### src/vrp_pkg.sv
// ----------------------------------------------------------------------------
// vrp_pkg
// Shared types, constants and width helpers for the vertex rotation and
// projection pipeline.
// ----------------------------------------------------------------------------
package vrp_pkg;

	// fraction bits of model coordinates, default
	localparam int FRAC_BITS_DEF = 12;

	// register reset values
	localparam logic [15:0] COS_RESET      = 16'd16384;
	localparam logic [15:0] SIN_RESET      = 16'd0;
	localparam logic [14:0] OFFSET_RESET   = 15'd12288;
	localparam logic [9:0]  SCALE_RESET    = 10'd240;
	localparam logic [10:0] CENTER_X_RESET = 11'd320;
	localparam logic [10:0] CENTER_Y_RESET = 11'd240;

	// fixed datapath widths
	localparam int ROT_FRAC   = 14;
	localparam int COORD_W    = 22;
	localparam int QUO_W      = 17;
	localparam int CFG_IDX_W  = 3;
	localparam int CFG_DATA_W = 16;

	// register indexes
	typedef enum logic [CFG_IDX_W-1:0] {
		REG_COS      = 3'd0,
		REG_SIN      = 3'd1,
		REG_OFFSET   = 3'd2,
		REG_SCALE    = 3'd3,
		REG_CENTER_X = 3'd4,
		REG_CENTER_Y = 3'd5
	} cfg_reg_t;

	typedef struct packed {
		logic signed [15:0] cos_angle;
		logic signed [15:0] sin_angle;
		logic [14:0]        depth_offset;
		logic [9:0]         screen_scale;
		logic [10:0]        center_x;
		logic [10:0]        center_y;
	} cfg_t;

	typedef struct packed {
		logic signed [15:0] pos_x;
		logic signed [15:0] pos_y;
		logic signed [15:0] pos_z;
		logic [15:0]        tex_u;
		logic [15:0]        tex_v;
		logic               last_corner;
	} vertex_t;

	typedef struct packed {
		logic signed [15:0] screen_x;
		logic signed [15:0] screen_y;
		logic [15:0]        inverse_depth;
		logic [15:0]        out_u;
		logic [15:0]        out_v;
		logic               strip_end;
		logic               depth_fault;
	} screen_t;

	// fields that ride along the divider
	typedef struct packed {
		logic        neg_x;
		logic        neg_y;
		logic        fault;
		logic [15:0] tex_u;
		logic [15:0] tex_v;
		logic        last;
	} side_t;

	typedef struct packed {
		logic [QUO_W-1:0] q_x;
		logic [QUO_W-1:0] q_y;
		logic [QUO_W-1:0] q_i;
		logic             ovf_x;
		logic             ovf_y;
		logic             ovf_i;
	} div_res_t;

	// aligned depth offset width
	function automatic int off_w(input int frac);
		return (frac >= 12) ? 15 + frac - 12 : 15 - (12 - frac);
	endfunction

	// signed offset depth width
	function automatic int depth_w(input int frac);
		int o;
		o = off_w(frac) + 1;
		return ((o > COORD_W) ? o : COORD_W) + 1;
	endfunction

	// signed projection numerator width
	function automatic int pn_w(input int frac);
		int p;
		p = COORD_W + 11 + 5;
		return ((p > depth_w(frac)) ? p : depth_w(frac)) + 1;
	endfunction

	// unsigned dividend width
	function automatic int num_w(input int frac);
		int p;
		p = pn_w(frac) - 1;
		return (p > frac + 16) ? p : frac + 16;
	endfunction

endpackage

### src/vrp_finish.sv
// ----------------------------------------------------------------------------
// vrp_finish
// Signs the quotients, centres and saturates them, and holds the result in
// the output register.
// ----------------------------------------------------------------------------
module vrp_finish (
	input  logic              clk,
	input  logic              arst_n,
	input  logic              in_valid,
	output logic              in_ready,
	input  vrp_pkg::div_res_t res,
	input  vrp_pkg::side_t    side_in,
	input  vrp_pkg::cfg_t     cfg,
	output logic              out_valid,
	input  logic              out_ready,
	output vrp_pkg::screen_t  out_data
);

	localparam int QW = vrp_pkg::QUO_W;

	logic             v_q;
	vrp_pkg::screen_t res_q;
	vrp_pkg::screen_t res_n;

	// floor quotient plus centre, clamped to 16 bits
	function automatic logic [15:0] place(input logic [QW-1:0] q, input logic ovf,
		input logic neg, input logic [10:0] center);
		logic [QW-1:0]        qu;
		logic signed [QW:0]   qs;
		logic signed [QW+1:0] s;
		logic [15:0]          r;
		qu = ovf ? '1 : q;
		qs = neg ? ~$signed({1'b0, qu}) : $signed({1'b0, qu});
		s  = (QW+2)'(qs) + $signed((QW+2)'({center, 4'b0000}));
		if (s > $signed((QW+2)'(32767))) begin
			r = 16'h7FFF;
		end else if (s < -$signed((QW+2)'(32768))) begin
			r = 16'h8000;
		end else begin
			r = s[15:0];
		end
		return r;
	endfunction

	always_comb begin
		res_n.screen_x      = place(res.q_x, res.ovf_x, side_in.neg_x, cfg.center_x);
		res_n.screen_y      = place(res.q_y, res.ovf_y, side_in.neg_y, cfg.center_y);
		res_n.inverse_depth = (res.ovf_i || res.q_i[QW-1]) ? 16'hFFFF : res.q_i[15:0];
		res_n.out_u         = side_in.tex_u;
		res_n.out_v         = side_in.tex_v;
		res_n.strip_end     = side_in.last;
		res_n.depth_fault   = side_in.fault;
		// no projection when depth is not positive
		if (side_in.fault) begin
			res_n.screen_x      = '0;
			res_n.screen_y      = '0;
			res_n.inverse_depth = '0;
		end
	end

	assign in_ready = !v_q || out_ready;

	always_ff @(posedge clk or negedge arst_n) begin
		if (!arst_n) begin
			v_q <= 1'b0;
		end else if (in_ready) begin
			v_q <= in_valid;
		end
	end

	always_ff @(posedge clk) begin
		if (in_ready) res_q <= res_n;
	end

	assign out_valid = v_q;
	assign out_data  = res_q;

endmodule

### config.mk
export PLATFORM = sky130hd
export DESIGN_NAME = vrp_finish
export DESIGN_NICKNAME = d
export VERILOG_FILES = /design/src/vrp_pkg.sv /design/src/vrp_finish.sv
export SDC_FILE = /design/constraint.sdc
export NUM_CORES = 1
export LEC_CHECK = 0
export BUFFER_PORTS_ARGS = -buffer_cell sky130_fd_sc_hd__buf_2
export CAP_MARGIN = 40
export CORE_ASPECT_RATIO = 0.8
export CORE_UTILIZATION = 41
export CTS_CLUSTER_DIAMETER = 80
export DETAILED_ROUTE_END_ITERATION = 8
export GPL_TIMING_DRIVEN = 0
export PLACE_DENSITY = 0.74
export SETUP_SLACK_MARGIN = 0.15
export SKIP_CTS_REPAIR_TIMING = 1
export SLEW_MARGIN = 0
export SYNTH_ARGS = -nofsm -noshare
export SYNTH_HDL_FRONTEND = slang
export SYNTH_SLANG_ARGS = --single-unit
### constraint.sdc
create_clock -name clk -period 3.05 [get_ports clk]
set_clock_uncertainty 0.15 [all_clocks]
set_input_delay 0.1525 -clock clk [delete_from_list [all_inputs] [get_ports clk]]
set_output_delay 0.1525 -clock clk [all_outputs]
set_load 0.03 [all_outputs]
==> impl_results.md, run 1 <==
- Status: finished with violations
- Failing checks: negative hold slack
- Routed Antenna Nets: 0
- Crit path max fanout: 7
- Ys async rst share: 0.0120
- Share of cells above drive strength 1: 0.436
- Net Switching: about 1300 uW
- Most frequent cell after synthesis: edfxtp_1
- Predominant post-synthesis flop cell: edfxtp_1
- Yosys warns: 0
- Comb pwr share: 0.342
- Setup slack after layout: around 0.037 ns
- Final Hold Viols: 7
- Initial Util: 0.428
- Vias in the first global route: approximately 3600
- Synth top cells by count: 82 x edfxtp_1, 73 x nor2_1, 37 x xnor2_1, 29 x ha_1, 21 x a21o_1
- Sequential fraction of design power: 0.371
- Slew @ Worst Pin: approximately 0.95 ns
- Period minus WS final: 3.01 ns
- Hpwl dp: around 9.3 mm
- Register area share after synthesis: 0.525
- Synth top area cells: edfxtp_1 52%, ha_1 7.7%, xnor2_1 6.8%
- # DRC: 0
- Worst reg-to-reg path cell count: 2
- Setup slack, reg-to-reg: 1.36 ns
- Top-area cell type share of the netlist area: 0.520
- GPL Wtd Cong: between 0.8 and 0.9
- CTS Buffer Depth: 2
- RSZ-0062 raised after global routing: true
- Critical Path AT: ~3 ns
- Drt first pass iters: 4
- Clk sinks: between 80 and 90
- Cts bufs inserted: 9
- First-pass GRT wire length: 18.0 mm
- Largest net degree at the start of global routing: 48
- Total congestion overflow: 0
- Worst Hold Path Cells: 3
- Initial antenna violation count: 1
- Max Cap Viol: 0
- Area grow syn2layout: 55.9%
- Crit share post-route: 0.988
- Placement Rows: 34
- Syn_area_per_cell: around 12 sq um
- CTS tree: done
- P_leak: ~0.0034 uW
- Synth area leader: edfxtp_1
- H-tree depth: 3
- CP Class: input pin to flop
- Internal power: 2620 uW
- # nets final: roughly 890
- Yosys cell types: 58
- Final Power: approximately 3900 uW
- Core Area: around 11000 sq um
- Clock Latency Late Sink: ~0.33 ns
- Max transition margin: 0.368
- Sw Ratio: 0.325
- Ports: around 260
- Die Span Y: 98.2 um
- Post-synth EDFFs: 82
- Total track usage: 0.196
- Worst-path clk slew: about 0.060 ns
- Pre-CTS setup slack: -0.544 ns
- Final setup fails: 0
- Clock share of power: 0.287
- Worst Setup Start Kind: input pin
- WL per Instance: between 15 and 20 um
- Via-to-Cell Ratio: 4.87
- Hold crit path type: input pin to flop
- Die area: approximately 12000 sq um
- Power density cells: 526 nW/um^2
- #FFs+latches synth: 83
- Worst Path Required: roughly 3.0 ns
- IO Port Bufs: slightly below 200
- Root Buffer: clkbuf_16
- WHS: -0.0263 ns
- Achievable Freq: about 330 MHz
- Fillcell total: approximately 840
- Cells after Synth: 403
- Max Slew Vio Count: 0
- Fin Setup TNS: 0 ns
- Final wirelength: roughly 13 mm
- Max IR drop VDD: ~0.00025 V
- Mapped cell area: between 4000 and 5000 sq um
- Drt initial violations: 186
- Via count: ~4100
- Mapped Nets: between 600 and 700
- CP endpoint kind: flop
- Die width: between 100 and 150 um
-- registers in the layout, summed over array words and instances, names as in the netlist --
name,count
out_valid,1
out_data,82
-- power groups by stage --
stage / logic [uW] / registers [uW] / clock network [uW]
2_1_floorplan: 539 / 1710 / 0
3_3_place_gp: 1090 / 1460 / 0
3_5_place_dp: 1110 / 1460 / 0
4_1_cts: 1120 / 1440 / 1130
5_1_grt: 1430 / 1450 / 1170
6_report: 1330 / 1440 / 1110
-- layout make-up --
type	count	area, sq um	share of cell area
Sequential cell	83	2490	0.337
Multi-Input combinational cell	289	2370	0.321
Timing Repair Buffer	271	1740	0.236
Buffer	18	246	0.0334
Clock buffer	10	239	0.0324
Tap cell	144	180	0.0244
Clock inverter	6	72.6	0.00983
Inverter	13	48.8	0.00661
Antenna cell	1	2.50	0.000339
-- routing by layer --
layer / share of wire / global-route usage / vias to the layer above
met5: 0 / 0 / -
met4: 0.013 / 0.0769 / 0
met3: 0.053 / 0.0333 / 15
met2: 0.51 / 0.322 / 157
met1: 0.42 / 0.255 / 1862
li1: - / - / 2029
-- stage by stage --
stage               instance area, sq um   util  cells
global placement                    6050  0.547    744
floorplan                           4890      -    403
detailed placement                  6080  0.549    745
CTS                                 6390  0.578    761
global route                        7390  0.668    835
finish                              7390  0.668    835
-- final timing paths --
path	from	to
setup / recovery	side_in[34]	out_data[51]
min in group asynchronous	arst_n	out_valid
hold / removal	res[12]	out_data[43]
hold reg to reg	out_valid	out_valid
setup reg to reg	out_valid	out_data[73]
max in group asynchronous	arst_n	out_valid
-- cells in the final DEF (no fill, tap or decap), types with 5 or more instances in the layout --
cell | netlist | final
buf_2 | 1 | 195
ha_1 | 29 | 27
a21o_1 | 21 | 21
clkbuf_16 | 0 | 14
xnor2_1 | 37 | 34
buf_4 | 1 | 22
nor2_1 | 73 | 71
edfxtp_1 | 82 | 82
o21ai_0 | 5 | 5
buf_6 | 3 | 7
o31ai_4 | 0 | 10
a21oi_1 | 13 | 12
inv_1 | 13 | 11
nand2_1 | 14 | 14
xor2_1 | 14 | 14
buf_12 | 0 | 7
nand3_1 | 6 | 6
dlygate4sd3_1 | 0 | 45
clkbuf_1 | 11 | 6
-- cells by family after synthesis --
| logic type | share of synthesized area |
|---|---|
| AO/OA/AOI/OAI | 0.146 |
| AND/OR/NAND/NOR | 0.114 |
| XOR/XNOR | 0.0943 |
| adder cells (fa/ha/maj) | 0.0850 |
| multiplexers | 0.00528 |
| buffers and inverters | 0.0304 |
| flip-flops | 0.525 |
-- critical path, cell delays in order --
cell	delay, ns
buf_8	0.10
buf_12	0.13
clkbuf_16	0.16
buf_4	0.16
xnor2_1	0.13
ha_1	0.35
a21o_1	0.20
o21a_1	0.18
a31o_1	0.27
o2111a_1	0.27
o31ai_2	0.29
o311ai_4	0.23
buf_6	0.18
a21o_1	0.15
(Power assumes the default switching activity.)
==> run 2: changes to the inputs <==
--- a/config.mk
+++ b/config.mk
@@ -10,9 +10,11 @@
 export CORE_ASPECT_RATIO = 0.8
 export CORE_UTILIZATION = 41
 export CTS_CLUSTER_DIAMETER = 80
+export CTS_CLUSTER_SIZE = 10
 export DETAILED_ROUTE_END_ITERATION = 8
 export GPL_TIMING_DRIVEN = 0
 export PLACE_DENSITY = 0.74
+export RECOVER_POWER = 25
 export SETUP_SLACK_MARGIN = 0.15
 export SKIP_CTS_REPAIR_TIMING = 1
 export SLEW_MARGIN = 0
==> run 2 against run 1 <==
  * The run still ends with negative hold slack left
  * Total power down 0.20%
  * Sequential share of layout area rose by 0.14 points
  * Clock power barely moved
  * Combinational power hardly changed
  * Count of clock-buffer cells in the layout stayed put
  * Via count is essentially flat
  * Setup slack lost 0.0026 ns
  * Critical path type unchanged
  * Critical endpoint unchanged
  * Largest power group unchanged
  * Highest routed layer unchanged
==> impl_results.md, run 2 (synthesis results as in run 1) <==
- Critical Path AT: 2.95 ns (about the same)
- Die width: 122 um (unchanged)
- Final Hold Viols: 6 (-1)
- CP endpoint kind: flop
- Core Area: 11100 sq um (unchanged)
- Worst Path Required: 2.98 ns (about the same)
- Placement Rows: 34 (unchanged)
- CTS Buffer Depth: 2 (unchanged)
- Die area: 12000 sq um (unchanged)
- Routed Antenna Nets: 0 (unchanged)
- # DRC: 0 (unchanged)
- Commonest non-fill, non-tap cell in the layout: buf_2
- Cts bufs inserted: 9 (unchanged)
- Max IR drop VDD: 0.000247 V (+0.31%)
- Drt first pass iters: 4 (unchanged)
- H-tree depth: 3 (unchanged)
- Vias in the first global route: 3576 (unchanged)
- Max Slew Vio Count: 0 (unchanged)
- Setup slack, reg-to-reg: 1.36 ns (about the same)
- Largest net degree at the start of global routing: 48 (unchanged)
- RSZ-0062 raised after global routing: true
- Hpwl dp: 9.32 mm (unchanged)
- Hold crit path type: input pin to flop
- Worst reg-to-reg path cell count: 2 (unchanged)
- IO Port Bufs: 197 (unchanged)
- CTS tree: done
- WL per Instance: 16.0 um (+0.40%)
- GPL Wtd Cong: 0.839 (unchanged)
- Max transition margin: 0.368 (-0.000450)
- WHS: -0.0293 ns (-0.00300 ns)
- Worst-path clk slew: 0.06 ns (about the same)
- Via count: 4059 (-0.098%)
- Crit share post-route: 0.989 (about the same)
- Initial Util: 0.428 (unchanged)
- First-pass GRT wire length: 18.0 mm (unchanged)
- Placed insts: 745 (unchanged)
- Ports: 257 (unchanged)
- Total congestion overflow: 0 (unchanged)
- Final setup fails: 0 (unchanged)
- Most frequent cells in the layout: 171 x buf_2, 82 x edfxtp_1, 71 x nor2_1
- Period minus WS final: 3.02 ns (+0.00258 ns)
- Failing checks: negative hold slack
- Worst Setup Start Kind: input pin
- Number of flip-flops in the largest register: 82 (unchanged)
- Drt initial violations: 192 (+3.2%)
- Total track usage: 0.196 (unchanged)
- Clock Latency Late Sink: 0.33 ns (about the same)
- Achievable Freq: 332 MHz (about the same)
- Crit path max fanout: 7 (unchanged)
- # nets final: 889 (unchanged)
- Via-to-Cell Ratio: 4.86 (about the same)
- Die Span Y: 98.2 um (unchanged)
- Area grow syn2layout: 55.2%
- Final wirelength: 13.4 mm (+0.40%)
- Max Cap Viol: 0 (unchanged)
- Clk sinks: 83 (unchanged)
- CP Class: input pin to flop
- Initial antenna violation count: 1 (unchanged)
- Worst Hold Path Cells: 3 (unchanged)
- Status: finished with violations
- P_leak: 0.00330 uW (-2.1%)
- Slew @ Worst Pin: 0.948 ns (+0.000675 ns)
- Share of cells above drive strength 1: 0.401 (-0.0348)
- Final Util: 0.665 (-0.00272)
- Power density cells: 527 nW/um^2 (+0.20%)
- Final cell count without fillers: 835 (unchanged)
- Root Buffer: clkbuf_16
## run 2: where the power goes
part           total [uW]  internal [uW]  switching [uW]
combinational        1320            536             782
sequential           1440           1410            35.9
clock                1110            667             447
## run 2: path summary, 6_finish.rpt
| kind | start | endpoint |
|---|---|---|
| setup / recovery | side_in[34] | out_data[51] |
| hold / removal | res[18] | out_data[49] |
| setup reg to reg | out_valid | out_data[76] |
| hold reg to reg | out_valid | out_valid |
| max in group asynchronous | arst_n | out_valid |
| min in group asynchronous | arst_n | out_valid |
## run 2: worst max-delay path: stages
cell       delay, ns
buf_8           0.10
buf_12          0.13
clkbuf_16       0.16
buf_4           0.16
xnor2_1         0.13
ha_1            0.35
a21o_1          0.20
o21a_1          0.18
a31o_1          0.27
o2111a_1        0.27
o31ai_2         0.29
o311ai_4        0.23
buf_6           0.18
a21o_1          0.15
## run 2: routing by layer
metal,global-route usage,up-vias,wire (um)
met5,0,-,0
met1,0.255,1872,5830
met4,0.0769,0,187
li1,-,2029,-
met3,0.0333,15,624
met2,0.322,143,6750
## run 2: area by class of cell
type                    instances  area, sq um
clock buffers                  10          239
plain buffers                  18          246
clock inverters                 6         72.6
fillers                       850         3700
flip-flops and latches         83         2490
repair buffers                271         1710
well taps                     144          180
multi-input cells             289         2370
diodes                          1         2.50
inverters                      13         48.8
## run 2: stage by stage
stage / power [uW] / setup TNS, ns / instance area, sq um / worst slack [ns]
6_report: 3870 / 0 / 7360 / 0.0342
5_1_grt: 4040 / -0.688 / 7360 / -0.0577
4_1_cts: 3690 / -4.42 / 6390 / -0.210
3_5_place_dp: 2580 / -14.86 / 6080 / -0.544
3_3_place_gp: 2550 / -13.47 / 6050 / -0.531
2_1_floorplan: 2250 / -0.556 / 4890 / -0.0486
